## src/sv/ctfd_pkg.sv

```systemverilog
package ctfd_pkg;

  // input action codes
  localparam logic ACTION_BYTE  = 1'b0;
  localparam logic ACTION_CLEAR = 1'b1;

  // frame header layout
  localparam logic [2:0] HEADER_BYTES = 3'd5;
  localparam logic [7:0] CHANNEL_MAX   = 8'd5;
  localparam logic [7:0] CHANNEL_EXIT  = 8'd3;
  localparam logic [7:0] CHANNEL_CLOSE = 8'd4;

  // error codes
  localparam logic [1:0] ERR_UNKNOWN_CHANNEL  = 2'd0;
  localparam logic [1:0] ERR_BAD_CONTROL_SIZE = 2'd1;
  localparam logic [1:0] ERR_TOO_LARGE        = 2'd2;

  localparam logic [31:0] MAX_PAYLOAD_RESET = 32'd65535;

  // depth of the item queue and of the result queue (power of two)
  localparam int QUEUE_DEPTH = 2;
  localparam int PTR_W       = $clog2(QUEUE_DEPTH);
  localparam int CNT_W       = $clog2(QUEUE_DEPTH + 1);

  typedef enum logic {
    KIND_BYTE,
    KIND_CLEAR
  } kind_t;

  typedef struct packed {
    kind_t      kind;
    logic [7:0] data;
  } item_t;

  typedef struct packed {
    logic [2:0] channel;
    logic [7:0] data_out;
    logic       payload_valid;
    logic       frame_last;
    logic       error;
    logic [1:0] error_code;
  } res_t;

endpackage

```

## src/sv/ctfd_front.sv

```systemverilog
module ctfd_front import ctfd_pkg::*; (
  input  logic       clk,
  input  logic       rst,
  input  logic       push,
  output logic       full,
  input  logic       action,
  input  logic [7:0] data_in,
  output logic       item_valid,
  output item_t      item,
  input  logic       item_take
);

  item_t             slot [QUEUE_DEPTH];
  logic [PTR_W-1:0]  wr_ptr;
  logic [PTR_W-1:0]  rd_ptr;
  logic [CNT_W-1:0]  count;
  item_t             new_item;
  logic              do_push;
  logic              do_pop;

  // classify the incoming item
  always_comb begin
    new_item.data = data_in;
    unique case (action)
      ACTION_BYTE:  new_item.kind = KIND_BYTE;
      ACTION_CLEAR: new_item.kind = KIND_CLEAR;
      default:      new_item.kind = KIND_BYTE;
    endcase
  end

  assign full       = (count == CNT_W'(QUEUE_DEPTH));
  assign item_valid = (count != '0);
  assign item       = slot[rd_ptr];
  assign do_push    = push && !full;
  assign do_pop     = item_take && item_valid;

  always_ff @(posedge clk) begin
    if (rst) begin
      wr_ptr <= '0;
      rd_ptr <= '0;
      count  <= '0;
    end else begin
      if (do_push) wr_ptr <= wr_ptr + 1'b1;
      if (do_pop)  rd_ptr <= rd_ptr + 1'b1;
      if (do_push && !do_pop)      count <= count + 1'b1;
      else if (do_pop && !do_push) count <= count - 1'b1;
    end
  end

  always_ff @(posedge clk) begin
    if (do_push) slot[wr_ptr] <= new_item;
  end

endmodule

```

## src/sv/ctfd_core.sv

```systemverilog
module ctfd_core import ctfd_pkg::*; (
  input  logic        clk,
  input  logic        rst,
  input  logic        cfg_valid,
  input  logic [31:0] cfg_data,
  input  logic        item_valid,
  input  item_t       item,
  output logic        item_take,
  input  logic        room,
  output logic        res_valid,
  output res_t        res
);

  logic [31:0] max_payload;
  logic [2:0]  header_count, header_count_next;
  logic [7:0]  channel_id, channel_id_next;
  logic [31:0] length_accum, length_accum_next;
  logic [31:0] bytes_remaining, bytes_remaining_next;
  logic        in_payload, in_payload_next;
  logic        error_flag, error_flag_next;
  logic [1:0]  error_kind, error_kind_next;

  logic [31:0] full_len;
  logic [2:0]  hc_plus;
  logic [1:0]  byte_slot;
  logic        fail;
  logic [1:0]  fail_code;

  assign item_take = item_valid && room;

  assign byte_slot = header_count[1:0] - 2'd1;
  assign full_len  = length_accum | ({24'd0, item.data} << {byte_slot, 3'b000});
  assign hc_plus   = header_count + 3'd1;

  // header checks, in priority order
  always_comb begin
    fail      = 1'b1;
    fail_code = ERR_UNKNOWN_CHANNEL;
    priority if (channel_id > CHANNEL_MAX) begin
      fail_code = ERR_UNKNOWN_CHANNEL;
    end else if ((channel_id == CHANNEL_EXIT && full_len != 32'd1) ||
                 (channel_id == CHANNEL_CLOSE && full_len != 32'd0)) begin
      fail_code = ERR_BAD_CONTROL_SIZE;
    end else if (full_len > max_payload) begin
      fail_code = ERR_TOO_LARGE;
    end else begin
      fail = 1'b0;
    end
  end

  always_comb begin
    header_count_next    = header_count;
    channel_id_next      = channel_id;
    length_accum_next    = length_accum;
    bytes_remaining_next = bytes_remaining;
    in_payload_next      = in_payload;
    error_flag_next      = error_flag;
    error_kind_next      = error_kind;
    res_valid            = 1'b0;
    res                  = '0;

    if (item_take) begin
      unique case (item.kind)
        KIND_CLEAR: begin
          header_count_next    = '0;
          channel_id_next      = '0;
          length_accum_next    = '0;
          bytes_remaining_next = '0;
          in_payload_next      = 1'b0;
          error_flag_next      = 1'b0;
          error_kind_next      = '0;
        end
        KIND_BYTE: begin
          priority if (error_flag) begin
            res_valid      = 1'b1;
            res.error      = 1'b1;
            res.error_code = error_kind;
          end else if (in_payload) begin
            bytes_remaining_next = bytes_remaining - 32'd1;
            res_valid            = 1'b1;
            res.channel          = channel_id[2:0];
            res.data_out         = item.data;
            res.payload_valid    = 1'b1;
            res.frame_last       = (bytes_remaining == 32'd1);
            if (bytes_remaining == 32'd1) in_payload_next = 1'b0;
          end else if (header_count == 3'd0) begin
            channel_id_next   = item.data;
            length_accum_next = '0;
            header_count_next = 3'd1;
          end else begin
            length_accum_next = full_len;
            header_count_next = hc_plus;
            if (hc_plus == HEADER_BYTES) begin
              header_count_next = '0;
              if (fail) begin
                error_flag_next      = 1'b1;
                error_kind_next      = fail_code;
                in_payload_next      = 1'b0;
                bytes_remaining_next = '0;
                res_valid            = 1'b1;
                res.error            = 1'b1;
                res.error_code       = fail_code;
              end else if (full_len == 32'd0) begin
                // empty frame marker
                res_valid      = 1'b1;
                res.channel    = channel_id[2:0];
                res.frame_last = 1'b1;
              end else begin
                bytes_remaining_next = full_len;
                in_payload_next      = 1'b1;
              end
            end
          end
        end
        default: ;
      endcase
    end
  end

  always_ff @(posedge clk) begin
    if (rst) begin
      max_payload     <= MAX_PAYLOAD_RESET;
      header_count    <= '0;
      channel_id      <= '0;
      length_accum    <= '0;
      bytes_remaining <= '0;
      in_payload      <= 1'b0;
      error_flag      <= 1'b0;
      error_kind      <= '0;
    end else begin
      if (cfg_valid) max_payload <= cfg_data;
      header_count    <= header_count_next;
      channel_id      <= channel_id_next;
      length_accum    <= length_accum_next;
      bytes_remaining <= bytes_remaining_next;
      in_payload      <= in_payload_next;
      error_flag      <= error_flag_next;
      error_kind      <= error_kind_next;
    end
  end

endmodule

```

## src/sv/ctfd_outq.sv

```systemverilog
module ctfd_outq import ctfd_pkg::*; (
  input  logic clk,
  input  logic rst,
  input  logic res_valid,
  input  res_t res,
  output logic room,
  output logic empty,
  input  logic pop,
  output res_t head
);

  res_t              slot [QUEUE_DEPTH];
  logic [PTR_W-1:0]  wr_ptr;
  logic [PTR_W-1:0]  rd_ptr;
  logic [CNT_W-1:0]  count;
  logic              do_push;
  logic              do_pop;

  assign room    = (count != CNT_W'(QUEUE_DEPTH));
  assign empty   = (count == '0);
  assign head    = slot[rd_ptr];
  assign do_push = res_valid && room;
  assign do_pop  = pop && !empty;

  always_ff @(posedge clk) begin
    if (rst) begin
      wr_ptr <= '0;
      rd_ptr <= '0;
      count  <= '0;
    end else begin
      if (do_push) wr_ptr <= wr_ptr + 1'b1;
      if (do_pop)  rd_ptr <= rd_ptr + 1'b1;
      if (do_push && !do_pop)      count <= count + 1'b1;
      else if (do_pop && !do_push) count <= count - 1'b1;
    end
  end

  always_ff @(posedge clk) begin
    if (do_push) slot[wr_ptr] <= res;
  end

endmodule

```

## src/sv/channel_tagged_frame_deframer.sv

```systemverilog
// channel    direction  handshake                 payload
// input      in         push / full               action, data_in
// result     out        pop / empty               channel, data_out, payload_valid,
//                                                 frame_last, error, error_code
// config     in         cfg_valid / cfg_ready     cfg_data (max_payload)
//
// one byte per cycle sustained while the result queue has room; a pushed byte is registered in an
// item queue slot, then the decoder writes its result into the result queue
// the decoder advances one item per cycle while the result queue has a free slot
// rst is synchronous, active high; max_payload resets to 65535, decoder state to zero
// full rises only when the item queue holds two items; empty stays low while results wait
module channel_tagged_frame_deframer import ctfd_pkg::*; (
  input  logic        clk,
  input  logic        rst,
  // item side
  input  logic        push,
  output logic        full,
  input  logic        action,
  input  logic [7:0]  data_in,
  // result side
  output logic        empty,
  input  logic        pop,
  output logic [2:0]  channel,
  output logic [7:0]  data_out,
  output logic        payload_valid,
  output logic        frame_last,
  output logic        error,
  output logic [1:0]  error_code,
  // max_payload write channel
  input  logic        cfg_valid,
  output logic        cfg_ready,
  input  logic [31:0] cfg_data
);

  item_t item;
  logic  item_valid;
  logic  item_take;
  logic  room;
  logic  res_valid;
  res_t  res;
  res_t  head;

  // register writes are always taken
  assign cfg_ready = 1'b1;

  // front: accepts and classifies items into a short queue
  ctfd_front u_front (
    .clk        (clk),
    .rst        (rst),
    .push       (push),
    .full       (full),
    .action     (action),
    .data_in    (data_in),
    .item_valid (item_valid),
    .item       (item),
    .item_take  (item_take)
  );

  // back: header assembly, checks, payload counting, sticky error
  ctfd_core u_core (
    .clk        (clk),
    .rst        (rst),
    .cfg_valid  (cfg_valid),
    .cfg_data   (cfg_data),
    .item_valid (item_valid),
    .item       (item),
    .item_take  (item_take),
    .room       (room),
    .res_valid  (res_valid),
    .res        (res)
  );

  // results wait here until popped
  ctfd_outq u_outq (
    .clk       (clk),
    .rst       (rst),
    .res_valid (res_valid),
    .res       (res),
    .room      (room),
    .empty     (empty),
    .pop       (pop),
    .head      (head)
  );

  assign channel       = head.channel;
  assign data_out      = head.data_out;
  assign payload_valid = head.payload_valid;
  assign frame_last    = head.frame_last;
  assign error         = head.error;
  assign error_code    = head.error_code;

endmodule
```

## config.mk

```make
export PLATFORM = sky130hd
export DESIGN_NAME = channel_tagged_frame_deframer
export DESIGN_NICKNAME = d
export VERILOG_FILES = /design/src/sv/ctfd_pkg.sv /design/src/sv/ctfd_front.sv /design/src/sv/ctfd_core.sv /design/src/sv/ctfd_outq.sv /design/src/sv/channel_tagged_frame_deframer.sv
export SDC_FILE = /design/constraint.sdc
export NUM_CORES = 1
export LEC_CHECK = 0
export BUFFER_PORTS_ARGS = -buffer_cell sky130_fd_sc_hd__buf_2
export CAP_MARGIN = 5
export CORE_MARGIN = 4
export CORE_UTILIZATION = 56
export CTS_BUF_LIST = sky130_fd_sc_hd__clkbuf_2
export DETAILED_ROUTE_END_ITERATION = 8
export HOLD_SLACK_MARGIN = 0.03
export PLACE_DENSITY = 0.78
export SETUP_SLACK_MARGIN = 0.5
export SYNTH_ARGS = -nofsm -noshare
export SYNTH_HDL_FRONTEND = slang
export SYNTH_SLANG_ARGS = --single-unit
```

## constraint.sdc

```tcl
create_clock -name clk -period 4.4 [get_ports clk]
set_input_delay 0.22 -clock clk [delete_from_list [all_inputs] [get_ports clk]]
set_output_delay 0.22 -clock clk [all_outputs]
set_load 0.01 [all_outputs]
```

==> flow_metrics.py, run 1 <==
metrics = {
    "setup_path": {
        "critPathBufInv": 3,
        "crit_fanout": 17,
        "cp.depth": 15,
        "required_ns": 5.12,
        "path_cells": "buf_12 > mux2_4 > a21o_1 > ha_1 > nand4_1 > nor4_2 > buf_4 > nand2_1 > nor2_2 > o22ai_4 > or4_4 > a22o_4 > buf_8 > nor2_4 > o2bb2ai_1",
        "critical_path_arrival_ns": 4.55,
        "r2r_end": "u_core.bytes_remaining[2]",
        "critPathSlowestCell": "or4_4",
        "reg2reg_depth": 15,
        "ff2ff_setup_slack_ns": 0.57,
        "slowest_delay_ns": 0.50,
        "worst_path_dominant_cell_family": "simple AND/OR/NAND/NOR gates",
        "path_class": "flip-flop to flip-flop",
        "worstSetupEndpointType": "flip-flop",
        "start_kind": "flip-flop",
    },
    "global_routing": {
        "antenna_found_initial": 1,
        "grt_max_degree": 61,
        "track_usage": 0.262,
        "grt_pass1_vias": 7204,
        "grt-ovfl-total": 0,
        "grt_pass1_wl_um": 36400,
    },
    "timing": {
        "setup_ws_ns": 0.573,
        "relSlewSlack": 0.360,
        "fmax_mhz": 261,
        "worst_clock_skew_ns": 0.0412,
        "fin_crit_sh": 0.870,
        "min_period_ns": 3.83,
        "rsz0062_at_grt": "yes",
        "setup_viol": 0,
        "tightest_slew_ns": 0.960,
        "finalHoldViolCount": 0,
        "finalSetupTns_ns": 0,
        "drv_slew": 0,
    },
    "synthesis": {
        "async_flop_share": 0,
        "ys_seq_area_frac": 0.458,
        "synth_area_leaders": "dfxtp_1 (28%), edfxtp_1 (18%), nor2_1 (5.9%)",
        "synth_top_area_frac": 0.283,
        "synth_area_mm2": 0.00856,
        "synth_cells": 905,
        "synth_top_cell_by_area": "dfxtp_1",
        "ys.flop_type": "dfxtp_1",
        "yosys.cell_types.count": 60,
        "synth-seq-cells": 171,
        "ys_warn_count": 0,
        "synth.avg_cell_area_um2": 9.46,
        "synth_edf_count": 50,
        "syn_nets": 990,
    },
    "power_and_ir_drop": {
        "total_leakage_power_nw": 4.28,
        "vdd_ir_drop_max_mv": 0.525,
        "power_density_mw_per_mm2": 634,
        "p_total_mw": 6.42,
    },
    "worst_hold_path": {
        "min_to": "u_front.rd_ptr",
        "hold_start": "rst",
        "min_delay_path_depth": 3,
        "hold_class": "primary input to flip-flop",
    },
    "floorplanning": {
        "core_area_mm2": 0.0148,
        "rows": 44,
        "start_util": 0.580,
        "dieWidth_um": 132,
        "die_h_um": 132,
        "fp.dieArea_mm2": 0.0173,
        "ios": 65,
    },
    "route": {
        "vias_per_cell": 5.95,
        "ant_nets": 0,
        "wl_per_cell_um": 18.5,
        "totalWireLength_um": 22700,
        "route.detailed.drc": 0,
        "first_pass_iters": 5,
        "drt_first_iter_violations": 661,
        "vias": 7311,
    },
    "clock_network": {
        "clkTransAtPathRegs_ns": 0.26,
        "cts_buffers": 17,
        "clkLatencyLatePin_ns": 0.77,
        "cts-root-buf": "clkbuf_2",
        "clock_path_buffers": 2,
        "cts_tree": "yes",
        "cts_sinks": 171,
        "htree_num_levels": 4,
    },
    "place": {
        "placed_area_mm2": 0.00925,
        "pre_cts_ws_ns": 0.263,
        "port_buffers": 63,
        "hpwl_um": 15700,
        "dpl.cell_count": 1146,
        "globalplace.congestion": 0.937,
    },
    "run": {
        "cap_violations": 0,
    },
    "layout": {
        "area_growth_pct": 18.1,
        "fin_area_mm2": 0.0101,
        "stdcell_count": 1228,
        "nFillCells": 1137,
        "drive_gt1_frac": 0.199,
        "nets": 1115,
    },
    "outcome": {
        "status": "completed",
    },
}
-- synth_stat cells (21+ instances only) --
cell type,count
a21o_1,31
a21oi_1,57
clkbuf_1,29
dfxtp_1,121
edfxtp_1,50
ha_1,39
inv_1,50
mux2_2,21
mux2i_1,27
nand2_1,60
nor2_1,134
nor3_1,23
o21ai_0,36
-- cells by family after synthesis --
kind of cell	share of synthesized area
compound gates	0.175
buf+inv	0.0472
mux	0.0662
fa+ha+maj	0.0570
simple gates	0.166
other cells	0.000438
flops	0.458
xor+xnor	0.0297
-- tightest hold or removal path, delay by kind of cell --
kind / cells / cell delay, ns
AND/OR/NAND/NOR: 1 / 0.17
buffers and inverters: 2 / 0.45
-- repair_timing --
item                       CTS  global route
resized for setup            8            23
setup endpoints to repair   54            64
setup buffers                2             4
pin swaps                    3             9
hold endpoints to repair    56             0
hold buffers                43             0
-- stage by stage --
step | util | hold slack, ns
floorplan | - | 0.319
global placement | 0.627 | 0.411
detailed placement | 0.627 | 0.412
CTS | 0.676 | 0.0495
global route | 0.686 | 0.0555
finish | 0.686 | 0.0910
-- worst max path at each step --
stage	from	to	slack, ns
2_1_floorplan	u_core.header_count[0]	u_outq.count[1]	0.55
3_3_place_gp	u_core.header_count[0]	u_outq.count[1]	0.33
3_5_place_dp	u_core.header_count[0]	u_outq.count[1]	0.26
4_1_cts	flip-flop	u_core.bytes_remaining[2]	0.52
5_1_grt	flip-flop	u_outq.count[1]	0.37
6_report	flip-flop	u_core.bytes_remaining[2]	0.57
-- layer usage --
metal  share of wire  GRT usage  vias up
met1            0.40      0.315     3448
met4           0.045      0.127        0
met5               0          0        -
met3           0.073     0.0635       76
li1                -          -     3497
met2            0.48      0.442      290
-- cells in the final DEF, fill, tap and decap left out, types with 20 or more instances in the layout --
| cell | Yosys | layout |
|---|---|---|
| nor2_1 | 134 | 133 |
| nor3_1 | 23 | 20 |
| xor2_1 | 20 | 20 |
| dlygate4sd3_1 | 0 | 43 |
| o21ai_0 | 36 | 35 |
| edfxtp_1 | 50 | 50 |
| mux2i_1 | 27 | 27 |
| inv_1 | 50 | 47 |
| buf_4 | 2 | 39 |
| dfxtp_1 | 121 | 118 |
| a21o_1 | 31 | 30 |
| buf_2 | 2 | 63 |
| ha_1 | 39 | 37 |
| nand2_1 | 60 | 60 |
| a21oi_1 | 57 | 56 |
-- area by class of cell --
| type | count | area (um2) | area share |
|---|---|---|---|
| Multi-Input combinational cell | 641 | 4410 | 0.436 |
| Timing Repair Buffer | 149 | 1100 | 0.109 |
| Tap cell | 184 | 230 | 0.0228 |
| Clock inverter | 15 | 163 | 0.0161 |
| Antenna cell | 1 | 2.50 | 0.000247 |
| Inverter | 50 | 188 | 0.0186 |
| Clock buffer | 17 | 85.1 | 0.00841 |
| Sequential cell | 171 | 3930 | 0.389 |
-- flip-flops by register name, indices dropped and copies added (netlist names), named ones only --
register and count:
u_core.bytes_remaining 32, u_core.length_accum 32, u_core.max_payload 32, u_outq.slot 32
u_front.slot 18, u_core.channel_id 8, u_core.header_count 3, u_core.error_kind 2
u_front.count 2, u_outq.count 2, u_core.error_flag 1, u_core.in_payload 1
u_front.rd_ptr 1, u_front.wr_ptr 1, u_outq.rd_ptr 1, u_outq.wr_ptr 1
-- where the power goes --
part	internal [mW]	total, mW	switching [mW]	leakage [nW]
registers	1.85	2.03	0.186	1.41
clock network	0.275	0.859	0.584	0.150
logic	1.41	3.52	2.11	2.72
Note: power is estimated with default switching activity, not from simulation.
==> run 2, diff against run 1 <==
PLACE_DENSITY = 0.86   (was 0.78)
SLEW_MARGIN = 20   (was unset)
==> run 2 against run 1 <==
- via count grew 4.3%
- sequential power is essentially flat
- combinational power grew 9.1%
- clock skew grew 0.012 ns
- clock power shrank 8.4%
- flip-flop and latch count is the same
- global-route usage grew 0.35 points
- fmax shrank 5.8%
==> flow_metrics.py, run 2 (same netlist as run 1, synthesis figures left out) <==
metrics = {
    "global_routing": {
        "track_usage": 0.265,
        "antenna_found_initial": 1,
        "grt-ovfl-total": 0,
        "grt_pass1_vias": 7303,
        "busiest_layer": "met2",
        "met3_usage": 0.0505,
        "grt_max_degree": 61,
        "grtUsageMet1": 0.324,
        "grt_pass1_wl_um": 37200,
        "use_met2": 0.452,
    },
    "worst_hold_path": {
        "hold_class": "primary input to flip-flop",
    },
    "clock_network": {
        "cts_sinks": 171,
        "clkLatencyLatePin_ns": 0.81,
        "htree_num_levels": 4,
        "cts_buffers": 17,
        "cts-root-buf": "clkbuf_2",
        "clkTransAtPathRegs_ns": 0.27,
        "cts_tree": "yes",
        "clock_path_buffers": 2,
    },
    "layout": {
        "area_growth_pct": 21.2,
        "final_cell_mix": "nor2_1 (122), dfxtp_1 (118), buf_2 (63), nand2_1 (59), a21oi_1 (55)",
        "fin_area_mm2": 0.0104,
        "mostFrequentLayoutCell": "nor2_1",
        "nets": 1127,
        "nFillCells": 1076,
        "drive_gt1_frac": 0.231,
    },
    "timing": {
        "worst_clock_skew_ns": 0.0533,
        "drv_slew": 0,
        "setup_viol": 0,
        "tightest_slew_ns": 0.961,
        "rsz0062_at_grt": "yes",
        "fin_crit_sh": 0.923,
        "finalSetupTns_ns": 0,
        "fmax_mhz": 246,
        "min_period_ns": 4.06,
        "finalHoldViolCount": 0,
        "relSlewSlack": 0.359,
    },
    "setup_path": {
        "worstSetupEndpointType": "flip-flop",
        "required_ns": 5.11,
        "critical_path_arrival_ns": 4.77,
        "start_kind": "flip-flop",
        "path_class": "flip-flop to flip-flop",
        "ff2ff_setup_slack_ns": 0.34,
        "crit_fanout": 8,
    },
    "floorplanning": {
        "rows": 44,
        "core_area_mm2": 0.0148,
        "ios": 65,
        "dieWidth_um": 132,
        "start_util": 0.580,
        "die_h_um": 132,
        "fp.dieArea_mm2": 0.0173,
    },
    "route": {
        "vias": 7627,
        "first_pass_iters": 6,
        "vias_per_cell": 6.15,
        "route.detailed.drc": 0,
        "drt_first_iter_violations": 917,
        "totalWireLength_um": 24400,
        "ant_nets": 0,
        "wl_per_cell_um": 19.7,
    },
    "place": {
        "globalplace.congestion": 0.942,
        "port_buffers": 63,
        "placed_area_mm2": 0.00924,
        "hpwl_um": 15800,
    },
    "power_and_ir_drop": {
        "switchingPower_mw": 3.02,
        "swShare": 0.452,
        "seqPwrFrac": 0.308,
        "power_density_mw_per_mm2": 643,
        "vdd_ir_drop_max_mv": 0.385,
        "p_int_mw": 3.66,
        "total_leakage_power_nw": 4.36,
        "p_comb_frac": 0.574,
        "pwr-share-clk": 0.118,
    },
    "outcome": {
        "status": "completed",
    },
    "run": {
        "cap_violations": 0,
    },
}
[run 2: cell count changes in the layout (fill, tap and decap cells not counted), moves of 3 or more]
cell,previous run,this run
clkbuf_16,0,4
nor2_1,133,122
nor2_2,1,9
nor2_4,1,4
ha_4,2,9
ha_1,37,30
buf_4,39,45
[run 2: metal layers]
metal / part of all wire / vias up / wire length (um)
met5: 0 / - / 0
met2: 0.48 / 432 / 11800
li1: - / 3525 / -
met1: 0.39 / 3572 / 9430
met4: 0.046 / 0 / 1130
met3: 0.084 / 98 / 2050
[run 2: repair_timing]
action	in CTS	in global routing
setup endpoints to repair	54	68
endpoints found under the hold margin	58	0
pin swaps	4	30
gates cloned	0	5
hold buffers	43	0
gates resized for setup	13	51
setup buffers	3	11
[run 2: power by group through the flow]
stage	logic, mW	clock network, mW	registers, mW
3_3_place_gp	3.14	0	2.05
4_1_cts	3.32	0.783	2.03
6_report	3.84	0.787	2.06
3_5_place_dp	3.20	0	2.07
2_1_floorplan	2.23	0	2.01
5_1_grt	4.10	0.858	2.08
[run 2: worst paths after layout]
kind / from / endpoint / cells after the start
setup reg to reg: u_core.header_count[1] / u_core.bytes_remaining[27] / 16
hold / removal: rst / u_front.wr_ptr / 3
hold reg to reg: u_core.channel_id[5] / u_core.channel_id[5] / 2
setup / recovery: u_core.header_count[1] / u_core.bytes_remaining[27] / 16
[run 2: final cells by class]
cell class,instances,area [um2],area share
clock inverters,13,116,0.0112
inverters,50,190,0.0183
clock buffers,19,95.1,0.00916
multi-input cells,641,4540,0.437
flip-flops and latches,171,3930,0.379
diodes,1,2.50,0.000241
well taps,184,230,0.0222
repair buffers,161,1280,0.123
[run 2: per-stage QoR]
step	utilization	setup WS, ns	std cells	power [mW]	hold WS [ns]
4_1_cts	0.675	0.504	1223	6.13	0.0338
3_3_place_gp	0.626	0.306	1145	5.19	0.410
5_1_grt	0.703	0.290	1239	7.04	0.0498
3_5_place_dp	0.626	0.173	1145	5.26	0.411
6_report	0.704	0.337	1240	6.68	0.0692
2_1_floorplan	-	0.550	905	4.24	0.319
[run 2: critical path: stages, from the launching register on]
cell and delay (ns):
dfxtp_2 0.40, inv_2 0.05, ha_4 0.26, and2_2 0.26, a21o_1 0.23, ha_1 0.30
nor2b_1 0.14, o211ai_1 0.18, a21boi_1 0.14, nor4b_4 0.35, o22ai_2 0.14, buf_6 0.15
or4_4 0.58, a22o_4 0.30, buf_12 0.15, nor2_4 0.18, o2bb2ai_2 0.14
==> run 3, diff against run 2 <==
HOLD_SLACK_MARGIN = 0.1   (was 0.03)
==> run 3 against run 2 <==
- count of clock-buffer cells in the layout is the same
- wire length up 3.8%
- register-to-register slack got worse by 0.05 ns
- fmax shrank 1.3%
- worst hold slack better by 0.082 ns
==> flow_metrics.py, run 3 (same netlist as run 1, synthesis figures left out) <==
metrics = {
    "power_and_ir_drop": {
        "vdd_ir_drop_max_mv": 0.405,
        "total_leakage_power_nw": 4.53,
        "power_density_mw_per_mm2": 629,
    },
    "floorplanning": {
        "die_h_um": 132,
        "ios": 65,
        "rows": 44,
        "core_area_mm2": 0.0148,
        "dieWidth_um": 132,
        "start_util": 0.580,
        "fp.dieArea_mm2": 0.0173,
    },
    "outcome": {
        "status": "completed",
    },
    "route": {
        "vias_per_cell": 6.18,
        "route.detailed.drc": 0,
        "ant_nets": 0,
        "totalWireLength_um": 25300,
        "first_pass_iters": 6,
        "wl_per_cell_um": 19.8,
        "drt_first_iter_violations": 867,
        "vias": 7899,
    },
    "layout": {
        "post-route-util": 0.727,
        "mostFrequentLayoutCell": "nor2_1",
        "nets": 1165,
        "drive_gt1_frac": 0.224,
        "final_cell_mix": "nor2_1 (122), dfxtp_1 (118), dlygate4sd3_1 (78), buf_2 (63), nand2_1 (58)",
        "area_growth_pct": 25.3,
    },
    "global_routing": {
        "grt_pass1_wl_um": 38700,
        "grt_pass1_vias": 7542,
        "grt-ovfl-total": 0,
        "track_usage": 0.276,
        "antenna_found_initial": 1,
        "grt_max_degree": 61,
    },
    "setup_path": {
        "worstSetupEndpointType": "flip-flop",
        "path_class": "flip-flop to flip-flop",
        "required_ns": 5.11,
        "critical_path_arrival_ns": 4.83,
        "start_kind": "flip-flop",
        "crit_fanout": 8,
        "reg2reg_depth": 18,
    },
    "place": {
        "globalplace.congestion": 0.942,
        "port_buffers": 63,
        "hpwl_um": 15800,
    },
    "timing": {
        "min_period_ns": 4.11,
        "finalHoldViolCount": 0,
        "relSlewSlack": 0.335,
        "finalSetupTns_ns": 0,
        "drv_slew": 0,
        "setup_viol": 0,
        "fin_crit_sh": 0.935,
        "worst_clock_skew_ns": 0.0393,
        "hold_slack_ns": 0.151,
        "fmax_mhz": 243,
        "rsz0062_at_grt": "yes",
        "tightest_slew_ns": 0.998,
    },
    "clock_network": {
        "clock_path_buffers": 2,
        "clkLatencyLatePin_ns": 0.80,
        "cts_tree": "yes",
        "htree_num_levels": 4,
        "cts-root-buf": "clkbuf_2",
        "clkTransAtPathRegs_ns": 0.26,
        "cts_buffers": 17,
        "cts_sinks": 171,
    },
    "worst_hold_path": {
        "hold_class": "primary input to flip-flop",
        "min_delay_path_depth": 2,
    },
    "run": {
        "cap_violations": 0,
    },
}
==> run 3: per-stage QoR <==
stage,power [mW],std cells,setup WS (ns),cell area [um2]
after floorplan,4.24,905,0.550,8610
final,6.75,1278,0.285,10700
after global routing,7.09,1277,0.173,10700
after global placement,5.19,1145,0.306,9240
after CTS,6.16,1257,0.504,10300
after detailed placement,5.26,1145,0.173,9240
==> run 3: metal layers <==
layer	part of all wire	wire (um)	vias up	GRT usage
li1	-	-	3610	-
met1	0.38	9710	3705	0.336
met2	0.48	12200	478	0.472
met3	0.088	2220	104	0.0512
met4	0.045	1140	2	0.138
met5	0.00071	18	-	0
==> run 3: cell type report <==
type,count,area [um2]
well taps,184,230
diodes,1,2.50
fillers,1020,4030
multi-input cells,641,4510
clock inverters,13,116
clock buffers,19,95.1
inverters,50,190
flip-flops and latches,171,3930
repair buffers,199,1650
==> run 3: path summary, 6_finish.rpt <==
path,start,end,slack (ns)
worst min-delay path,data_in[4],u_front.slot[1][4],0.15
worst max register to register,u_core.header_count[0],u_core.bytes_remaining[27],0.29
worst min register to register,u_core.channel_id[5],u_core.channel_id[5],0.50
worst max-delay path,u_core.header_count[0],u_core.bytes_remaining[27],0.29
==> run 3: critical path: stages, from the launching register on <==
cell and delay [ns]:
dfxtp_4 0.43, inv_4 0.04, ha_4 0.29, nor2_1 0.05, buf_4 0.18, a21o_1 0.22
ha_1 0.33, nand4_1 0.19, nor4_1 0.29, buf_4 0.20, nand2_2 0.05, nor2_2 0.12
o22ai_2 0.12, buf_6 0.15, or4_4 0.58, a22o_4 0.30, buf_12 0.15, nor2_4 0.19
o2bb2ai_2 0.14
==> run 3: where the power goes <==
group / internal [mW] / total [mW] / leakage [nW] / switching (mW)
clock network: 0.213 / 0.787 / 0.133 / 0.575
logic: 1.63 / 3.91 / 2.99 / 2.28
registers: 1.85 / 2.06 / 1.41 / 0.210
==> run 3: what timing repair did <==
item | 4_1_cts | 5_1_grt
pin swaps | 4 | 29
setup buffers | 3 | 14
hold buffers | 77 | 1
resized for setup | 13 | 49
gates cloned | 0 | 5
hold endpoints to repair | 79 | 2
setup endpoints to repair | 54 | 68
